<file path="src/rtl/core/tpcdt_pkg.sv">
// Shared types and constants of the triangle coverage and depth test block
package tpcdt_pkg;

    localparam int MAX_WIDTH   = 256;
    localparam int MAX_HEIGHT  = 256;
    localparam int DEPTH_BITS  = 24;
    localparam int STORE_DEPTH = MAX_WIDTH * MAX_HEIGHT;
    localparam int ADDR_W      = $clog2(STORE_DEPTH);
    localparam logic [DEPTH_BITS-1:0] DEPTH_MAX = '1;

    // Serial divider sizes: widest quotient (reciprocal depth) and widest divisor (term sum)
    localparam int QUO_W  = 41;
    localparam int REM_W  = 58;
    localparam int QCNT_W = 6;

    // Command codes
    localparam logic [1:0] CMD_SETUP  = 2'd0;
    localparam logic [1:0] CMD_PIXEL  = 2'd1;
    localparam logic [1:0] CMD_CLEAR  = 2'd2;
    localparam logic [1:0] CMD_UNUSED = 2'd3;

    // Register indexes
    localparam logic [1:0] REG_DEPTH_TEST  = 2'd0;
    localparam logic [1:0] REG_DEPTH_WRITE = 2'd1;
    localparam logic [1:0] REG_WIDTH       = 2'd2;
    localparam logic [1:0] REG_HEIGHT      = 2'd3;

    typedef struct packed {
        logic [1:0]         command;
        logic signed [15:0] ax;
        logic signed [15:0] ay;
        logic [23:0]        az;
        logic signed [15:0] bx;
        logic signed [15:0] by_coord;
        logic [23:0]        bz;
        logic signed [15:0] cx;
        logic signed [15:0] cy;
        logic [23:0]        cz;
        logic [7:0]         pixel_x;
        logic [7:0]         pixel_y;
    } request_t;

    typedef struct packed {
        logic        triangle_kept;
        logic        covered;
        logic        depth_pass;
        logic [23:0] depth;
        logic [16:0] weight_a;
        logic [16:0] weight_b;
        logic [16:0] weight_c;
    } result_t;

    // Divider request: initial partial remainder, dividend bits fed MSB first, divisor, count
    typedef struct packed {
        logic              start;
        logic [REM_W-1:0]  rem_init;
        logic [QUO_W-1:0]  bits;
        logic [REM_W-1:0]  den;
        logic [QCNT_W-1:0] qbits;
    } div_req_t;

    typedef struct packed {
        logic             active;
        logic             done;
        logic [QUO_W-1:0] quo;
    } div_rsp_t;

endpackage

</file>
<file path="src/rtl/core/tpcdt_div.sv">
// Restoring divider, one quotient bit per cycle
module tpcdt_div (
    input  logic                clk,
    input  logic                rst_n,
    input  tpcdt_pkg::div_req_t req,
    output tpcdt_pkg::div_rsp_t rsp
);

    logic                           active_reg;
    logic                           done_reg;
    logic [tpcdt_pkg::QCNT_W-1:0]   cnt_reg;
    logic [tpcdt_pkg::REM_W-1:0]    rem_reg;
    logic [tpcdt_pkg::REM_W-1:0]    den_reg;
    logic [tpcdt_pkg::QUO_W-1:0]    bits_reg;
    logic [tpcdt_pkg::QUO_W-1:0]    quo_reg;
    logic [tpcdt_pkg::REM_W:0]      trial;
    logic [tpcdt_pkg::REM_W+1:0]    diff;
    logic                           ge;

    // Shift in the next dividend bit and try the subtraction
    assign trial = {rem_reg, bits_reg[tpcdt_pkg::QUO_W-1]};
    assign diff  = {1'b0, trial} - {2'b0, den_reg};
    assign ge    = !diff[tpcdt_pkg::REM_W+1];

    // Control: count the quotient bits
    always_ff @(posedge clk or negedge rst_n)
    begin
        if (!rst_n)
        begin
            active_reg <= 1'b0;
            done_reg   <= 1'b0;
            cnt_reg    <= '0;
        end
        else
        begin
            done_reg <= 1'b0;
            if (req.start && !active_reg)
            begin
                active_reg <= 1'b1;
                cnt_reg    <= req.qbits;
            end
            else if (active_reg)
            begin
                cnt_reg <= cnt_reg - 1'b1;
                if (cnt_reg == tpcdt_pkg::QCNT_W'(1))
                begin
                    active_reg <= 1'b0;
                    done_reg   <= 1'b1;
                end
            end
        end
    end

    // Datapath: remainder, dividend stream and quotient
    always_ff @(posedge clk)
    begin
        if (req.start && !active_reg)
        begin
            rem_reg  <= req.rem_init;
            den_reg  <= req.den;
            bits_reg <= req.bits;
            quo_reg  <= '0;
        end
        else if (active_reg)
        begin
            rem_reg  <= ge ? diff[tpcdt_pkg::REM_W-1:0] : trial[tpcdt_pkg::REM_W-1:0];
            bits_reg <= {bits_reg[tpcdt_pkg::QUO_W-2:0], 1'b0};
            quo_reg  <= {quo_reg[tpcdt_pkg::QUO_W-2:0], ge};
        end
    end

    assign rsp.active = active_reg;
    assign rsp.done   = done_reg;
    assign rsp.quo    = quo_reg;

endmodule

</file>
<file path="config.mk">
export PLATFORM = sky130hd
export DESIGN_NAME = tpcdt_div
export DESIGN_NICKNAME = d
export VERILOG_FILES = /design/src/rtl/core/tpcdt_pkg.sv /design/src/rtl/core/tpcdt_div.sv
export SDC_FILE = /design/constraint.sdc
export NUM_CORES = 1
export LEC_CHECK = 0
export BUFFER_PORTS_ARGS = -buffer_cell sky130_fd_sc_hd__buf_2
export CAP_MARGIN = 20
export CORE_MARGIN = 1.5
export CORE_UTILIZATION = 45
export CTS_BUF_LIST = sky130_fd_sc_hd__clkbuf_16
export DETAILED_ROUTE_END_ITERATION = 10
export GPL_ROUTABILITY_DRIVEN = 0
export PLACE_DENSITY_LB_ADDON = 0.1
export SYNTH_ARGS = -nofsm -noshare
export SYNTH_HDL_FRONTEND = slang
export SYNTH_SLANG_ARGS = --single-unit
</file>
<file path="constraint.sdc">
create_clock -name clk -period 3.9 [get_ports clk]
set_input_delay 0.585 -clock clk [delete_from_list [all_inputs] [get_ports clk]]
set_output_delay 0.585 -clock clk [all_outputs]
set_load 0.03 [all_outputs]
</file>
==> impl_metrics.csv, run 1 <==
group,metric,value,unit
floorplanning,die_y,166,um
global_routing,grt.overflow.total,0,
pwr,power.density,857,nW/um2
yosys,synth_top_area_share,0.396,
floorplanning,die_area,27400,um2
floorplanning,die_w,166,um
worst_setup_path,required,4.16,ns
route,wl_per_cell,16.1,um
layout,nNetsFinal,1683,
sta,rsz0062_at_grt,"no",
yosys,postSynthCellCount,1261,
yosys,syn_area,11900,um2
pwr,power.leakage,6.30,nW
worst_setup_path,critical_path.slowest_cell,"or3_1",
run_status,outcome,"completed",
worst_setup_path,slowest_delay,0.43,ns
yosys,ys_warn_count,0,
worst_setup_path,cp.arrival,3.76,ns
sta,max-slew-margin-rel,0.513,
pwr,p_total,0.0120,W
worst_hold_path,worstHoldStart,"req[61]",
yosys,synth_seq_cells,206,
worst_setup_path,crit_type,"reg -> reg",
placement,placed_cells,1764,
floorplanning,floorplan.initialDensity,0.458,
worst_setup_path,crit_chain,"inv_1 -> ha_1 -> inv_1 -> fa_1 -> a211oi_1 -> o2111ai_1 -> nand4_1 -> a211oi_1 -> or3_1 -> nand2_1 -> a41oi_1 -> and4_1 -> nor4_1 -> o21ai_1",
global_routing,grt_pass1_vias,9348,
pwr,ir_worst_vdd,0.610,mV
yosys,synth_most_common_cell,"nand2_1",
clocking,clk_path_buf_depth,3,
yosys,synth_flop_cell,"edfxtp_1",
worst_hold_path,hold_depth,1,
global_routing,antenna_found_initial,7,
route,vias_per_cell,5.33,
yosys,avgSynthCellArea,9.44,um2
worst_setup_path,startpoint,"bits_reg[40]",
sta,period_needed,3.49,ns
clocking,worst_setup_hold_path_clk_slew,0.06,ns
floorplanning,boundaryPins,209,
global_routing,grt_first_pass_wirelength,47400,um
route,routed_wl,29100,um
yosys,synth_top_family_by_area,"simple AND/OR/NAND/NOR gates",
sta,setup_viol,0,
placement,preCtsSetupSlack,0.443,ns
route,first_pass_iters,5,
sta,finClkSkew,0.0182,ns
route,vias,9656,
sta,setup_slack,0.408,ns
sta,fmax,0.286,GHz
yosys,syn_nets,1488,
sta,setup_tns,0,ns
yosys,ys_top_cells_by_area,"edfxtp_1, nand2_1, dfxtp_1",
worst_setup_path,path_max_fanout,4,
sta,worst_slew_pin_slew,0.730,ns
global_routing,track_usage,0.209,
route,drt.antenna.violating_nets,0,
layout,postLayoutCoreUtil,0.538,
yosys,ys_seq_area_frac,0.482,
route,drc,0,
yosys,synth.cells.most_frequent,"nand2_1, edfxtp_1, a21oi_1, o21ai_0, inv_1",
route,drt-initial-drc-count,574,
yosys,synthMuxAreaShare,0.0346,
yosys,yosysTopAreaCell,"edfxtp_1",
worst_setup_path,critPathCaptureType,"flop",
layout,drive_gt1_frac,0.185,
yosys,synthAdderAreaFrac,0.0647,
worst_hold_path,hold_class,"in -> reg",
clocking,clk_latency,0.53,ns
clocking,cts_sinks,206,
yosys,synth_edf_count,157,
yosys,synthSimpleGateAreaFrac,0.167,
clocking,cts_tree,"done",
floorplanning,num_rows,59,
sta,period_share,0.895,
global_routing,grt_max_degree,96,
placement,port-buffer-count,208,
placement,hpwl,20900,um
yosys,synth_cell_types,71,
sta,finalHoldViolCount,0,
worst_setup_path,reg2reg_depth,14,
worst_setup_path,worst_r2r_startpoint,"bits_reg[40]",
yosys,async_reset_ff_frac,0.0388,
clocking,numCtsBuffers,24,
sta,report.final.slew_viol_count,0,
clocking,cts_htree_levels,1,
clocking,cts_root_buffer,"clkbuf_16",
floorplanning,core_area,26000,um2
yosys,synth_xor_area_frac,0.0412,
yosys,synth_compound_area_frac,0.162,
layout,synthToLayoutAreaGrowth,17.3,%
layout,fin_cells,1812,
worst_setup_path,start_kind,"flop",
run,maxCapViolations,0,
## power by group
group	switching (W)	internal (W)	total, W	leakage, nW
combinational	0.00359	0.00245	0.00604	3.88
sequential	0.000443	0.00350	0.00394	2.05
clock	0.000880	0.00111	0.00199	0.370
## final timing paths
check                           slack (ns)           to
worst max register to register        0.41  rem_reg[54]
worst min-delay path                  0.23  den_reg[55]
min in group asynchronous             0.46   cnt_reg[3]
worst min register to register        0.47  quo_reg[24]
max in group asynchronous             3.25   active_reg
worst max-delay path                  0.41  rem_reg[54]
## cell usage in the layout (no fill, tap or decap), types with 24 or more instances in the layout
cell and instances:
inv_1 87, ha_1 60, mux2i_1 40, a21oi_1 93, xnor2_1 30, buf_2 208, nand2_1 264, nor2_1 53
xor2_1 26, nand2b_1 42, clkbuf_16 24, dfxtp_1 41, edfxtp_1 157, o21ai_1 32, o21ai_0 83
## cell families after synthesis
group | Yosys count
and+or+nand+nor | 446
AOI/OAI and AO/OA | 314
DFF | 206
buffers and inverters | 137
adders and majority gates | 61
xor gates and xnor gates | 56
muxes | 41
## stage by stage
step	hold WS (ns)	instance area (um2)
floorplan	0.289	11900
global placement	0.439	13300
detailed placement	0.442	13300
CTS	0.202	14000
global route	0.207	14000
finish	0.231	14000
## critical path, delay by kind of cell (launching register included)
family	cells	cell delay, ns
fa+ha+maj	2	0.58
simple gates	5	1.21
compound gates	5	0.96
buf+inv	2	0.14
flops	1	0.35
## cell type report
class,count,area (um2)
Antenna cell,5,12.5
Inverter,81,312
Clock buffer,24,601
Multi-Input combinational cell,918,5610
Tap cell,335,419
Sequential cell,206,5740
Fill cell,2438,12000
Clock inverter,18,85.1
Timing Repair Buffer,225,1200
## layer usage
layer,vias up,GRT usage,routed length [um]
met2,271,0.323,12800
met5,-,0,27
li1,4836,-,-
met4,4,0.0580,703
met3,45,0.0619,2230
met1,4500,0.286,13400
## repair_timing
action	4_1_cts	5_1_grt
endpoints found under the setup margin	0	0
hold buffers	1	0
setup buffers	0	0
hold endpoints to repair	8	0
resized for setup	0	0
Power figures use the tool's default switching activity.
==> run 2, diff against run 1 <==
--- a/config.mk
+++ b/config.mk
@@ -13,6 +13,7 @@
 export DETAILED_ROUTE_END_ITERATION = 10
 export GPL_ROUTABILITY_DRIVEN = 0
 export PLACE_DENSITY_LB_ADDON = 0.1
+export RECOVER_POWER = 25
 export SYNTH_ARGS = -nofsm -noshare
 export SYNTH_HDL_FRONTEND = slang
 export SYNTH_SLANG_ARGS = --single-unit
==> impl_metrics.csv, run 2 (same netlist as run 1, synthesis figures left out) <==
group,metric,value,unit
global_routing,grt_pass1_vias,9348,
floorplanning,die_y,166,um
worst_setup_path,critical_path.slowest_cell,"or3_1",
clocking,worst_setup_hold_path_clk_slew,0.06,ns
worst_setup_path,critical_path_depth,14,
pwr,power.density,858,nW/um2
floorplanning,num_rows,59,
clocking,numCtsBuffers,24,
layout,postLayoutCoreUtil,0.537,
worst_setup_path,crit_type,"reg -> reg",
worst_setup_path,crit_family,"simple AND/OR/NAND/NOR gates",
layout,multi_input_area,5610,um2
sta,setup_viol,0,
sta,period_needed,3.51,ns
worst_setup_path,slowest_delay,0.43,ns
route,routed_wl,29200,um
worst_setup_path,start_kind,"flop",
layout,synthToLayoutAreaGrowth,17.2,%
global_routing,track_usage,0.209,
clocking,clk_path_buf_depth,3,
clocking,cts_root_buffer,"clkbuf_16",
layout,regArea,5740,um2
clocking,cts_sinks,206,
worst_setup_path,cp.arrival,3.78,ns
global_routing,antenna_found_initial,7,
global_routing,grt_first_pass_wirelength,47400,um
route,wl_per_cell,16.1,um
clocking,cts_htree_levels,1,
global_routing,grt_max_degree,96,
sta,rsz0062_at_grt,"no",
run,maxCapViolations,0,
layout,drive_gt1_frac,0.182,
floorplanning,die_area,27400,um2
layout,final_common_cell,"nand2_1",
pwr,power.leakage,6.29,nW
worst_setup_path,cp_num_buf_inv,2,
placement,placed_cells,1764,
worst_setup_path,critPathCaptureType,"flop",
sta,period_share,0.901,
layout,final_cell_mix,"nand2_1, buf_2, edfxtp_1, a21oi_1, inv_1",
route,drt.antenna.violating_nets,0,
run_status,outcome,"completed",
clocking,cts_tree,"done",
clocking,clk_latency,0.53,ns
sta,worst_slew_pin_slew,1.43,ns
worst_setup_path,required,4.17,ns
pwr,ir_worst_vdd,0.610,mV
route,vias,9642,
sta,finClkSkew,0.0172,ns
global_routing,grt.overflow.total,0,
sta,finalHoldViolCount,0,
floorplanning,floorplan.initialDensity,0.458,
route,drt-initial-drc-count,577,
placement,port-buffer-count,208,
floorplanning,boundaryPins,209,
placement,hpwl,20900,um
sta,max-slew-margin-rel,0.0473,
worst_setup_path,reg2reg_depth,14,
sta,report.final.slew_viol_count,0,
worst_setup_path,crit_chain,"inv_1 -> ha_1 -> inv_1 -> fa_1 -> a211oi_1 -> o2111ai_1 -> nand4_1 -> a211oi_1 -> or3_1 -> nand2_1 -> a41oi_1 -> and4_1 -> nor4_1 -> o21ai_1",
layout,fin_cells,1812,
layout,fillers,2441,
clocking,cts_resized,0,
sta,setup_tns,0,ns
sta,fmax,0.285,GHz
route,drc,0,
layout,nNetsFinal,1683,
worst_hold_path,hold_depth,1,
floorplanning,die_w,166,um
route,vias_per_cell,5.32,
route,first_pass_iters,7,
worst_setup_path,path_max_fanout,4,
worst_hold_path,hold_class,"in -> reg",
clocking,cts_setup_buffers,0,
floorplanning,core_area,26000,um2
[run 2: layer usage]
layer	vias up	track usage	share of wire
met4	4	0.0580	0.025
met5	-	0	0.00093
li1	4836	-	-
met3	48	0.0619	0.078
met2	279	0.323	0.44
met1	4475	0.286	0.45
[run 2: worst reg2reg max path: cells and delay by family (launching register included)]
| kind | cells | cell delay [ns] |
|---|---|---|
| AOI/OAI and AO/OA | 5 | 0.96 |
| adders and majority gates | 2 | 0.58 |
| DFF | 1 | 0.35 |
| and+or+nand+nor | 5 | 1.23 |
| buffers and inverters | 2 | 0.14 |
[run 2: area by class of cell]
| cell class | instances | area share |
|---|---|---|
| Sequential cell | 206 | 0.411 |
| Multi-Input combinational cell | 918 | 0.402 |
| Timing Repair Buffer | 225 | 0.0850 |
| Clock buffer | 24 | 0.0430 |
| Tap cell | 335 | 0.0300 |
| Inverter | 81 | 0.0223 |
| Clock inverter | 18 | 0.00610 |
| Antenna cell | 5 | 0.000896 |
[run 2: final timing paths]
path / slack (ns) / end / start
max reg2reg: 0.39 / rem_reg[54] / bits_reg[40]
min in group asynchronous: 0.54 / cnt_reg[3] / rst_n
min: 0.23 / den_reg[55] / req[61]
min reg2reg: 0.47 / quo_reg[24] / quo_reg[23]
max in group asynchronous: 3.02 / active_reg / rst_n
max: 0.39 / rem_reg[54] / bits_reg[40]
[run 2: stage by stage]
step | hold slack (ns) | setup WS [ns] | total power [W] | instance area, um2
after floorplan | 0.289 | 0.522 | 0.00858 | 11900
after global placement | 0.439 | 0.513 | 0.00993 | 13300
after detailed placement | 0.442 | 0.443 | 0.0100 | 13300
after CTS | 0.202 | 0.421 | 0.0121 | 14000
after global routing | 0.207 | 0.143 | 0.0129 | 14000
final | 0.231 | 0.385 | 0.0120 | 14000
[run 2: timing repair]
action | 4_1_cts | 5_1_grt
hold buffers | 1 | 0
endpoints found under the setup margin | 0 | 0
hold endpoints to repair | 8 | 0
[run 2: power by group]
part	switching, W	internal, W	total (W)
Combinational	0.00359	0.00246	0.00605
Clock	0.000878	0.00111	0.00199
Sequential	0.000442	0.00350	0.00394
Total	0.00491	0.00706	0.0120
